## config.mk

```make
export PLATFORM = sky130hd
export DESIGN_NAME = dual_vfo_tuner_with_debounced_retune
export DESIGN_NICKNAME = d
export VERILOG_FILES = /design/src/rtl/dvt_pkg.sv /design/src/rtl/dual_vfo_tuner_with_debounced_retune.sv /design/src/rtl/dvt_front.sv /design/src/rtl/dvt_back.sv
export SDC_FILE = /design/constraint.sdc
export NUM_CORES = 2
export LEC_CHECK = 0
export BUFFER_PORTS_ARGS = -buffer_cell sky130_fd_sc_hd__buf_2
export CAP_MARGIN = 20
export CORE_ASPECT_RATIO = 1.1
export CORE_UTILIZATION = 56
export CTS_CLUSTER_SIZE = 14
export DETAILED_ROUTE_END_ITERATION = 7
export PLACE_DENSITY = 0.84
export SLEW_MARGIN = 0
export SYNTH_ARGS = -nofsm -noshare
export SYNTH_HDL_FRONTEND = slang
export SYNTH_SLANG_ARGS = --single-unit
```

## constraint.sdc

```tcl
create_clock -name clk -period 8.3 [get_ports clk]
set_clock_uncertainty 0.05 [all_clocks]
set_input_delay 0.83 -clock clk [delete_from_list [all_inputs] [get_ports clk]]
set_output_delay 0.83 -clock clk [all_outputs]
set_load 0.05 [all_outputs]
```

## src/rtl/dvt_pkg.sv

```systemverilog
`default_nettype none
// ----------------------------------------------------------------------------
// dvt_pkg: shared types and constants of the dual VFO tuner
// Mode codes, register indexes, reset values, command and result records.
// ----------------------------------------------------------------------------
package dvt_pkg;

	// Input mode codes
	localparam logic [2:0] MODE_TICK   = 3'd0;
	localparam logic [2:0] MODE_UP     = 3'd1;
	localparam logic [2:0] MODE_DOWN   = 3'd2;
	localparam logic [2:0] MODE_SELECT = 3'd3;
	localparam logic [2:0] MODE_LOAD   = 3'd4;

	// Configuration register indexes
	localparam logic [2:0] REG_SQUELCH  = 3'd0;
	localparam logic [2:0] REG_STEP     = 3'd1;
	localparam logic [2:0] REG_VHF_MIN  = 3'd2;
	localparam logic [2:0] REG_VHF_MAX  = 3'd3;
	localparam logic [2:0] REG_UHF_MIN  = 3'd4;
	localparam logic [2:0] REG_UHF_MAX  = 3'd5;
	localparam logic [2:0] REG_DEBOUNCE = 3'd6;

	// Reset values of the registers
	localparam int unsigned MHZ_SCALE   = 1000000;
	localparam int unsigned VHF_MIN_MHZ = 136;
	localparam int unsigned VHF_MAX_MHZ = 174;
	localparam int unsigned UHF_MIN_MHZ = 400;
	localparam int unsigned UHF_MAX_MHZ = 480;

	localparam logic [7:0]  SQUELCH_RST  = 8'd0;
	localparam logic [23:0] STEP_RST     = 24'd12500;
	localparam logic [31:0] VHF_MIN_RST  = 32'(VHF_MIN_MHZ * MHZ_SCALE);
	localparam logic [31:0] VHF_MAX_RST  = 32'(VHF_MAX_MHZ * MHZ_SCALE);
	localparam logic [31:0] UHF_MIN_RST  = 32'(UHF_MIN_MHZ * MHZ_SCALE);
	localparam logic [31:0] UHF_MAX_RST  = 32'(UHF_MAX_MHZ * MHZ_SCALE);
	localparam logic [15:0] DEBOUNCE_RST = 16'd100;

	// Command classes produced by the front end
	typedef enum logic [2:0] {
		CMD_NOP,
		CMD_TICK,
		CMD_UP,
		CMD_DOWN,
		CMD_SELECT,
		CMD_LOAD
	} cmd_kind_t;

	typedef struct packed {
		logic [7:0]  squelch_level;
		logic [23:0] step_hz;
		logic [31:0] vhf_min_hz;
		logic [31:0] vhf_max_hz;
		logic [31:0] uhf_min_hz;
		logic [31:0] uhf_max_hz;
		logic [15:0] debounce_ms;
	} cfg_t;

	// hz carries readback_hz for a tick and load_hz for a load
	typedef struct packed {
		cmd_kind_t   kind;
		logic [31:0] now_ms;
		logic [7:0]  signal_level;
		logic        squelch_open;
		logic        tune_failed;
		logic        readback_valid;
		logic [31:0] hz;
		logic        vfo_index;
	} cmd_t;

	typedef struct packed {
		logic [31:0] frequency_hz;
		logic        current_vfo;
		logic [7:0]  rssi;
		logic        squelch_is_open;
		logic        pending_out;
		logic        program_strobe;
		logic [31:0] program_hz;
	} res_t;

endpackage
`default_nettype wire

```

## src/rtl/dual_vfo_tuner_with_debounced_retune.sv

```systemverilog
`default_nettype none
// ----------------------------------------------------------------------------
// dual_vfo_tuner_with_debounced_retune: two-VFO tuner, debounced retune
// Throughput: one request per cycle unless a full result queue is not popped.
// Path: command queue, execute stage, then a registered result queue.
// Reset: registers to defaults, VFOs zero on A, retune armed, queues empty.
// ----------------------------------------------------------------------------
module dual_vfo_tuner_with_debounced_retune (
	input  logic        clk,
	input  logic        arst_n,
	// configuration
	input  logic        cfg_we,
	input  logic [2:0]  cfg_index,
	input  logic [31:0] cfg_data,
	// requests
	input  logic        push,
	output logic        full,
	input  logic [2:0]  mode,
	input  logic [31:0] now_ms,
	input  logic [7:0]  signal_level,
	input  logic [7:0]  noise_level,
	input  logic        tune_failed,
	input  logic        readback_valid,
	input  logic [31:0] readback_hz,
	input  logic        vfo_index,
	input  logic [31:0] load_hz,
	// results
	output logic        empty,
	input  logic        pop,
	output logic [31:0] frequency_hz,
	output logic        current_vfo,
	output logic [7:0]  rssi,
	output logic        squelch_is_open,
	output logic        pending_out,
	output logic        program_strobe,
	output logic [31:0] program_hz
);
	import dvt_pkg::*;

	cfg_t cfg_q;
	cmd_t cmd;
	logic cmd_valid;
	logic cmd_take;
	res_t res;

	// Configuration registers
	always_ff @(posedge clk or negedge arst_n) begin
		if (!arst_n) begin
			cfg_q.squelch_level <= SQUELCH_RST;
			cfg_q.step_hz       <= STEP_RST;
			cfg_q.vhf_min_hz    <= VHF_MIN_RST;
			cfg_q.vhf_max_hz    <= VHF_MAX_RST;
			cfg_q.uhf_min_hz    <= UHF_MIN_RST;
			cfg_q.uhf_max_hz    <= UHF_MAX_RST;
			cfg_q.debounce_ms   <= DEBOUNCE_RST;
		end else if (cfg_we) begin
			unique case (cfg_index)
				REG_SQUELCH:  cfg_q.squelch_level <= cfg_data[7:0];
				REG_STEP:     cfg_q.step_hz       <= cfg_data[23:0];
				REG_VHF_MIN:  cfg_q.vhf_min_hz    <= cfg_data;
				REG_VHF_MAX:  cfg_q.vhf_max_hz    <= cfg_data;
				REG_UHF_MIN:  cfg_q.uhf_min_hz    <= cfg_data;
				REG_UHF_MAX:  cfg_q.uhf_max_hz    <= cfg_data;
				REG_DEBOUNCE: cfg_q.debounce_ms   <= cfg_data[15:0];
				default: begin
				end
			endcase
		end
	end

	// Intake and classification
	dvt_front u_front (
		.clk            (clk),
		.arst_n         (arst_n),
		.cfg            (cfg_q),
		.push           (push),
		.full           (full),
		.mode           (mode),
		.now_ms         (now_ms),
		.signal_level   (signal_level),
		.noise_level    (noise_level),
		.tune_failed    (tune_failed),
		.readback_valid (readback_valid),
		.readback_hz    (readback_hz),
		.vfo_index      (vfo_index),
		.load_hz        (load_hz),
		.cmd_valid      (cmd_valid),
		.cmd            (cmd),
		.cmd_take       (cmd_take)
	);

	// Execute stage
	dvt_back u_back (
		.clk       (clk),
		.arst_n    (arst_n),
		.cfg       (cfg_q),
		.cmd_valid (cmd_valid),
		.cmd       (cmd),
		.cmd_take  (cmd_take),
		.empty     (empty),
		.pop       (pop),
		.res       (res)
	);

	// Result fields
	assign frequency_hz    = res.frequency_hz;
	assign current_vfo     = res.current_vfo;
	assign rssi            = res.rssi;
	assign squelch_is_open = res.squelch_is_open;
	assign pending_out     = res.pending_out;
	assign program_strobe  = res.program_strobe;
	assign program_hz      = res.program_hz;

endmodule
`default_nettype wire

```

## src/rtl/dvt_front.sv

```systemverilog
`default_nettype none
// ----------------------------------------------------------------------------
// dvt_front: request intake and classification
// Decodes the mode, folds the squelch compare, and holds commands in a
// two-entry queue toward the execute stage.
// ----------------------------------------------------------------------------
module dvt_front (
	input  logic          clk,
	input  logic          arst_n,
	input  dvt_pkg::cfg_t cfg,
	input  logic          push,
	output logic          full,
	input  logic [2:0]    mode,
	input  logic [31:0]   now_ms,
	input  logic [7:0]    signal_level,
	input  logic [7:0]    noise_level,
	input  logic          tune_failed,
	input  logic          readback_valid,
	input  logic [31:0]   readback_hz,
	input  logic          vfo_index,
	input  logic [31:0]   load_hz,
	output logic          cmd_valid,
	output dvt_pkg::cmd_t cmd,
	input  logic          cmd_take
);
	import dvt_pkg::*;

	cmd_t       cmd_in;
	cmd_t       mem_q [2];
	logic [1:0] cnt_q;
	logic       wr_ptr_q;
	logic       rd_ptr_q;
	logic       push_ok;
	logic       take_ok;

	// Classify the incoming request
	always_comb begin
		cmd_in                = '0;
		cmd_in.now_ms         = now_ms;
		cmd_in.signal_level   = signal_level;
		cmd_in.squelch_open   = noise_level < cfg.squelch_level;
		cmd_in.tune_failed    = tune_failed;
		cmd_in.readback_valid = readback_valid;
		cmd_in.vfo_index      = vfo_index;
		cmd_in.hz             = readback_hz;
		unique case (mode)
			MODE_TICK:   cmd_in.kind = CMD_TICK;
			MODE_UP:     cmd_in.kind = CMD_UP;
			MODE_DOWN:   cmd_in.kind = CMD_DOWN;
			MODE_SELECT: cmd_in.kind = CMD_SELECT;
			MODE_LOAD: begin
				cmd_in.kind = CMD_LOAD;
				cmd_in.hz   = load_hz;
			end
			default:     cmd_in.kind = CMD_NOP;
		endcase
	end

	// Queue status
	assign full      = cnt_q[1];
	assign cmd_valid = cnt_q != 2'd0;
	assign cmd       = mem_q[rd_ptr_q];
	assign push_ok   = push && !full;
	assign take_ok   = cmd_take && cmd_valid;

	// Queue pointers and fill count
	always_ff @(posedge clk or negedge arst_n) begin
		if (!arst_n) begin
			cnt_q    <= 2'd0;
			wr_ptr_q <= 1'b0;
			rd_ptr_q <= 1'b0;
		end else begin
			cnt_q <= cnt_q + 2'(push_ok) - 2'(take_ok);
			if (push_ok) begin
				wr_ptr_q <= !wr_ptr_q;
			end
			if (take_ok) begin
				rd_ptr_q <= !rd_ptr_q;
			end
		end
	end

	// Queue storage
	always_ff @(posedge clk) begin
		if (push_ok) begin
			mem_q[wr_ptr_q] <= cmd_in;
		end
	end

	// Checks
	a_cnt_range: assert property (@(posedge clk) disable iff (!arst_n)
		cnt_q != 2'd3)
		else $error("command queue count out of range");

	a_ptr_track: assert property (@(posedge clk) disable iff (!arst_n)
		(cnt_q == 2'd0 || cnt_q == 2'd2) |-> (wr_ptr_q == rd_ptr_q))
		else $error("command queue pointers disagree with count");

	a_take_valid: assert property (@(posedge clk) disable iff (!arst_n)
		cmd_take |-> cmd_valid)
		else $error("command taken from an empty queue");

endmodule
`default_nettype wire

```

## src/rtl/dvt_back.sv

```systemverilog
`default_nettype none
// ----------------------------------------------------------------------------
// dvt_back: tuner execute stage
// Holds the VFO state, applies one command per cycle while the result queue
// has room or is popped, and queues results in a two-entry output queue.
// ----------------------------------------------------------------------------
module dvt_back (
	input  logic          clk,
	input  logic          arst_n,
	input  dvt_pkg::cfg_t cfg,
	input  logic          cmd_valid,
	input  dvt_pkg::cmd_t cmd,
	output logic          cmd_take,
	output logic          empty,
	input  logic          pop,
	output dvt_pkg::res_t res
);
	import dvt_pkg::*;

	// Tuner state
	logic [31:0] vfo_q [2];
	logic        active_q;
	logic        pending_q;
	logic [31:0] last_q;
	logic [7:0]  rssi_q;
	logic        squelch_q;

	// Next state
	logic [31:0] vfo_n [2];
	logic        active_n;
	logic        pending_n;
	logic [31:0] last_n;
	logic [7:0]  rssi_n;
	logic        squelch_n;
	logic        strobe;
	logic [31:0] target;
	res_t        res_n;

	// Step datapath
	logic [31:0] cur_hz;
	logic        up;
	logic [32:0] sum;
	logic [32:0] nx;
	logic [31:0] lim;
	logic [31:0] elapsed;
	logic        due;

	// Result queue
	res_t       rq_q [2];
	logic [1:0] rq_cnt_q;
	logic       rq_wr_q;
	logic       rq_rd_q;
	logic       pop_ok;
	logic       fire;

	assign pop_ok   = pop && !empty;
	assign empty    = rq_cnt_q == 2'd0;
	assign fire     = cmd_valid && (rq_cnt_q != 2'd2 || pop_ok);
	assign cmd_take = fire;
	assign res      = rq_q[rq_rd_q];

	// Step with band limiting; up sum kept at 33 bits
	assign cur_hz = vfo_q[active_q];
	assign up     = cmd.kind == CMD_UP;
	assign sum    = {1'b0, cur_hz} + {9'b0, cfg.step_hz};
	always_comb begin
		if (up) begin
			nx = sum;
		end else if (cur_hz > {8'b0, cfg.step_hz}) begin
			nx = {1'b0, cur_hz - {8'b0, cfg.step_hz}};
		end else begin
			nx = {1'b0, cur_hz};
		end
		if (nx >= {1'b0, cfg.vhf_min_hz} && nx <= {1'b0, cfg.vhf_max_hz}) begin
			lim = nx[31:0];
		end else if (nx >= {1'b0, cfg.uhf_min_hz} && nx <= {1'b0, cfg.uhf_max_hz}) begin
			lim = nx[31:0];
		end else if (nx < {1'b0, cfg.vhf_min_hz}) begin
			lim = cfg.vhf_min_hz;
		end else if (nx > {1'b0, cfg.uhf_max_hz}) begin
			lim = cfg.uhf_max_hz;
		end else begin
			lim = up ? cfg.uhf_min_hz : cfg.vhf_max_hz;
		end
	end

	// Debounce window, wrapping difference
	assign elapsed = cmd.now_ms - last_q;
	assign due     = elapsed >= {16'b0, cfg.debounce_ms};

	// Command execution
	always_comb begin
		vfo_n[0]  = vfo_q[0];
		vfo_n[1]  = vfo_q[1];
		active_n  = active_q;
		pending_n = pending_q;
		last_n    = last_q;
		rssi_n    = rssi_q;
		squelch_n = squelch_q;
		strobe    = 1'b0;
		target    = 32'd0;
		unique case (cmd.kind)
			CMD_TICK: begin
				rssi_n    = cmd.signal_level;
				squelch_n = cmd.squelch_open;
				if (pending_q) begin
					if (due) begin
						target    = cur_hz;
						strobe    = 1'b1;
						pending_n = 1'b0;
						if (cmd.tune_failed && cmd.readback_valid) begin
							vfo_n[active_q] = cmd.hz;
						end
					end
				end else if (cmd.readback_valid) begin
					vfo_n[active_q] = cmd.hz;
				end
			end
			CMD_UP, CMD_DOWN: begin
				vfo_n[active_q] = lim;
				pending_n       = 1'b1;
				last_n          = cmd.now_ms;
			end
			CMD_SELECT: begin
				active_n  = cmd.vfo_index;
				pending_n = 1'b1;
				last_n    = cmd.now_ms;
			end
			CMD_LOAD: begin
				vfo_n[cmd.vfo_index] = cmd.hz;
				pending_n            = 1'b1;
				last_n               = cmd.now_ms;
			end
			CMD_NOP: begin
			end
			default: begin
			end
		endcase
		res_n.frequency_hz    = vfo_n[active_n];
		res_n.current_vfo     = active_n;
		res_n.rssi            = rssi_n;
		res_n.squelch_is_open = squelch_n;
		res_n.pending_out     = pending_n;
		res_n.program_strobe  = strobe;
		res_n.program_hz      = target;
	end

	// State update
	always_ff @(posedge clk or negedge arst_n) begin
		if (!arst_n) begin
			vfo_q[0]  <= 32'd0;
			vfo_q[1]  <= 32'd0;
			active_q  <= 1'b0;
			pending_q <= 1'b1;
			last_q    <= 32'd0;
			rssi_q    <= 8'd0;
			squelch_q <= 1'b0;
		end else if (fire) begin
			vfo_q[0]  <= vfo_n[0];
			vfo_q[1]  <= vfo_n[1];
			active_q  <= active_n;
			pending_q <= pending_n;
			last_q    <= last_n;
			rssi_q    <= rssi_n;
			squelch_q <= squelch_n;
		end
	end

	// Result queue control
	always_ff @(posedge clk or negedge arst_n) begin
		if (!arst_n) begin
			rq_cnt_q <= 2'd0;
			rq_wr_q  <= 1'b0;
			rq_rd_q  <= 1'b0;
		end else begin
			rq_cnt_q <= rq_cnt_q + 2'(fire) - 2'(pop_ok);
			if (fire) begin
				rq_wr_q <= !rq_wr_q;
			end
			if (pop_ok) begin
				rq_rd_q <= !rq_rd_q;
			end
		end
	end

	// Result queue storage
	always_ff @(posedge clk) begin
		if (fire) begin
			rq_q[rq_wr_q] <= res_n;
		end
	end

	// Checks
	a_rq_range: assert property (@(posedge clk) disable iff (!arst_n)
		rq_cnt_q != 2'd3)
		else $error("result queue count out of range");

	a_strobe_clears: assert property (@(posedge clk) disable iff (!arst_n)
		fire && strobe |=> !pending_q)
		else $error("retune still pending after program request");

	a_change_arms: assert property (@(posedge clk) disable iff (!arst_n)
		fire && (cmd.kind == CMD_UP || cmd.kind == CMD_DOWN ||
			cmd.kind == CMD_SELECT || cmd.kind == CMD_LOAD) |=> pending_q)
		else $error("tuning change did not arm a retune");

endmodule
`default_nettype wire
```

==> flow_summary.yaml <==
yosys:
  synth.area.top_cells: "edfxtp_1, dfrtp_1, mux2_2, ha_1, nand2_1"
  syn-num-nets: 4250
  synth_warnings: 0
  avgSynthCellArea_um2: 9.824
  synth_top_cell_by_area: "edfxtp_1"
  ys_seq_elements: 601
  synthFlopType: "edfxtp_1"
  netlist_instances: 3849
  synth.distinct_cells: 90
  ys_async_sr_fraction: 0.4842
  seq_area_frac_synth: 0.4405
  syn_area_um2: 37810
  synth_edf_count: 310
  yosysTopAreaCellShare: 0.2462
worst_setup_path:
  crit_fanout: 14
  critPathCaptureType: "flop"
  path_buf_inv: 4
  r2r-start: "u_back.active_q"
  cp-startpoint: "u_back.active_q"
  required_ps: 8670
  arrival_ps: 8420
  crit_family: "compound AO/OA/AOI/OAI gates"
  cp_slowest_stage_delay_ps: 800
  cpMostUsedCell: "buf_4"
  slowest_stage: "a2111oi_1"
  cp-start-kind: "flop"
  worst-setup-path-type: "flop to flop"
routing:
  drt_iter0_drc: 4466
  first_pass_iters: 8
  drc: 3
  drt-vias-per-instance: 6.637
  num_vias: 33800
  finalWirelength_um: 131800
  post_drt_wl_per_cell_um: 25.88
  ant_nets: 0
final_layout:
  final_core_util: 0.6548
  area_delta_synth_final_pct: 15.18
  final_cell_mix: "nand2_1, edfxtp_1, mux2_2"
  drive_gt1_frac: 0.2397
  final_common_cell: "nand2_1"
  fill_cells: 5088
  nNetsFinal: 4578
global_route:
  grtUsageTotal: 0.3782
  grt-ovfl-total: 0
  first_global_vias: 32490
  antenna_found_initial: 3
  grt_max_degree: 112
  grt_pass1_wl_um: 196400
placement:
  place_ws_ps: -223.0
  gp_congestion: 1.069
  portBuffers: 235
  hpwlAfterDp_um: 94340
floorplanning:
  placement_rows: 99
  io_pins: 236
  dieWidth_um: 249.8
  die-area_um2: 68570
  core-area_um2: 66520
  chipHeight_um: 274.5
  initial_core_util: 0.5685
timing:
  hold_viol: 0
  min_period_over_period: 0.9706
  timing.slew.headroom: 0.2042
  tightest_slew_ps: 1185
  hold-worst-slack_ps: 152.5
  setup_violations: 0
  fmax_mhz: 124.1
  setup_ws_ps: 244.4
  drv_slew: 0
  period_needed_ps: 8056
  tns_ps: 0
clocking:
  cts_tree: "built"
  cts_hold_buf: 0
  ctsLongestPathBuffers: 3
  cts_root_buffer: "clkbuf_16"
  numCtsBuffers: 66
  cts_sinks: 601
  cts.clk_slew.worst_paths_ps: 70
  clk_latency_ps: 650
  h-tree-depth: 3
run_status:
  violations: "DRC"
  status: "complete, but fails checks"
flow_run:
  cap_violations: 0
min_path:
  hold_path.class: "input port to asynchronous set/reset pin"
-- per-layer routing --
metal,vias to the layer above,GRT usage,part of all wire
met5,-,0,0
met4,0,0.2346,0.072
met3,510,0.09471,0.12
met2,2238,0.5888,0.44
met1,16150,0.4753,0.37
li1,14900,-,-
-- registers in the layout, summed over array words and instances (netlist names) --
name and count:
cfg_q 176, u_back.active_q 1, u_back.last_q 32, u_back.pending_q 1, u_back.rq_cnt_q 2, u_back.rq_q 152, u_back.rq_rd_q 1, u_back.rq_wr_q 1
u_back.rssi_q 8, u_back.squelch_q 1, u_back.vfo_q 64, u_front.cnt_q 2, u_front.mem_q 158, u_front.rd_ptr_q 1, u_front.wr_ptr_q 1
-- metrics by stage --
step	std cells	cell area, um^2
after detailed placement	4961	41140
after CTS	5083	43390
after global routing	5089	43550
after floorplan	3849	37820
final	5092	43550
after global placement	4959	41130
-- cells in the mapped netlist (10+ instances only) --
library cell,n
inv_1,263
or3_1,16
a221oi_1,31
o221ai_1,23
o211ai_1,45
nor2_1,250
nand4_1,39
nand2_1,429
o22ai_1,36
xnor2_1,36
mux2i_1,75
o31ai_1,12
and3_1,25
o21ai_0,300
and2_1,11
a22oi_1,21
a31oi_1,50
mux2_2,302
o311ai_0,24
a21o_1,33
nor4_1,10
o2111ai_1,12
xor2_1,13
o22a_1,15
a211oi_1,35
a21oi_1,270
dfrtp_1,239
or2_2,14
o21bai_1,20
clkbuf_1,186
buf_1,13
ha_1,240
edfxtp_1,310
a211o_1,16
nor3_1,48
a2111oi_0,36
o21a_1,30
dfstp_2,52
nand2b_1,35
nand3_1,48
nor2b_1,14
-- cells by family (layout without fill, tap and decap cells) --
logic type / count (synthesis) / after routing / share of synthesized area
mux: 377 / 377 / 0.1098
buf+inv: 478 / 860 / 0.04811
flops: 601 / 601 / 0.4405
other cells: 0 / 3 / 0
compound gates: 1120 / 1120 / 0.1927
simple gates: 981 / 981 / 0.1165
xor+xnor: 49 / 49 / 0.01135
fa+ha+maj: 243 / 243 / 0.08100
-- timing repair --
| item | 4_1_cts | 5_1_grt |
|---|---|---|
| setup endpoints to repair | 30 | 116 |
| pin swaps | 0 | 1 |
| buffers inserted | 0 | 6 |
| hold endpoints to repair | 0 | 0 |
| gates resized for setup | 2 | 22 |
-- worst paths after layout --
path                                             end  slack, ps  cells after the start
worst min-delay path                      cfg_q[106]        150                      1
worst max register to register    u_back.rq_q[1][71]        240                     27
worst min register to register        u_back.rq_rd_q        420                      1
max in group asynchronous                 cfg_q[154]       6550                      2
worst max-delay path              u_back.rq_q[1][71]        240                     27
min in group clk                u_front.mem_q[0][38]        320                      1
-- area by class of cell --
| type | count | area [um^2] | area share |
|---|---|---|---|
| inverters | 265 | 994.7 | 0.02284 |
| clock inverters | 42 | 500.5 | 0.01149 |
| repair buffers | 473 | 3019 | 0.06932 |
| flip-flops and latches | 601 | 16660 | 0.3826 |
| diodes | 3 | 7.507 | 0.0001724 |
| well taps | 858 | 1074 | 0.02465 |
| multi-input cells | 2770 | 19540 | 0.4486 |
| clock buffers | 80 | 1754 | 0.04028 |
Power is not shown: default switching activity piles up to over one toggle a cycle in this logic, so the estimate is an artifact.
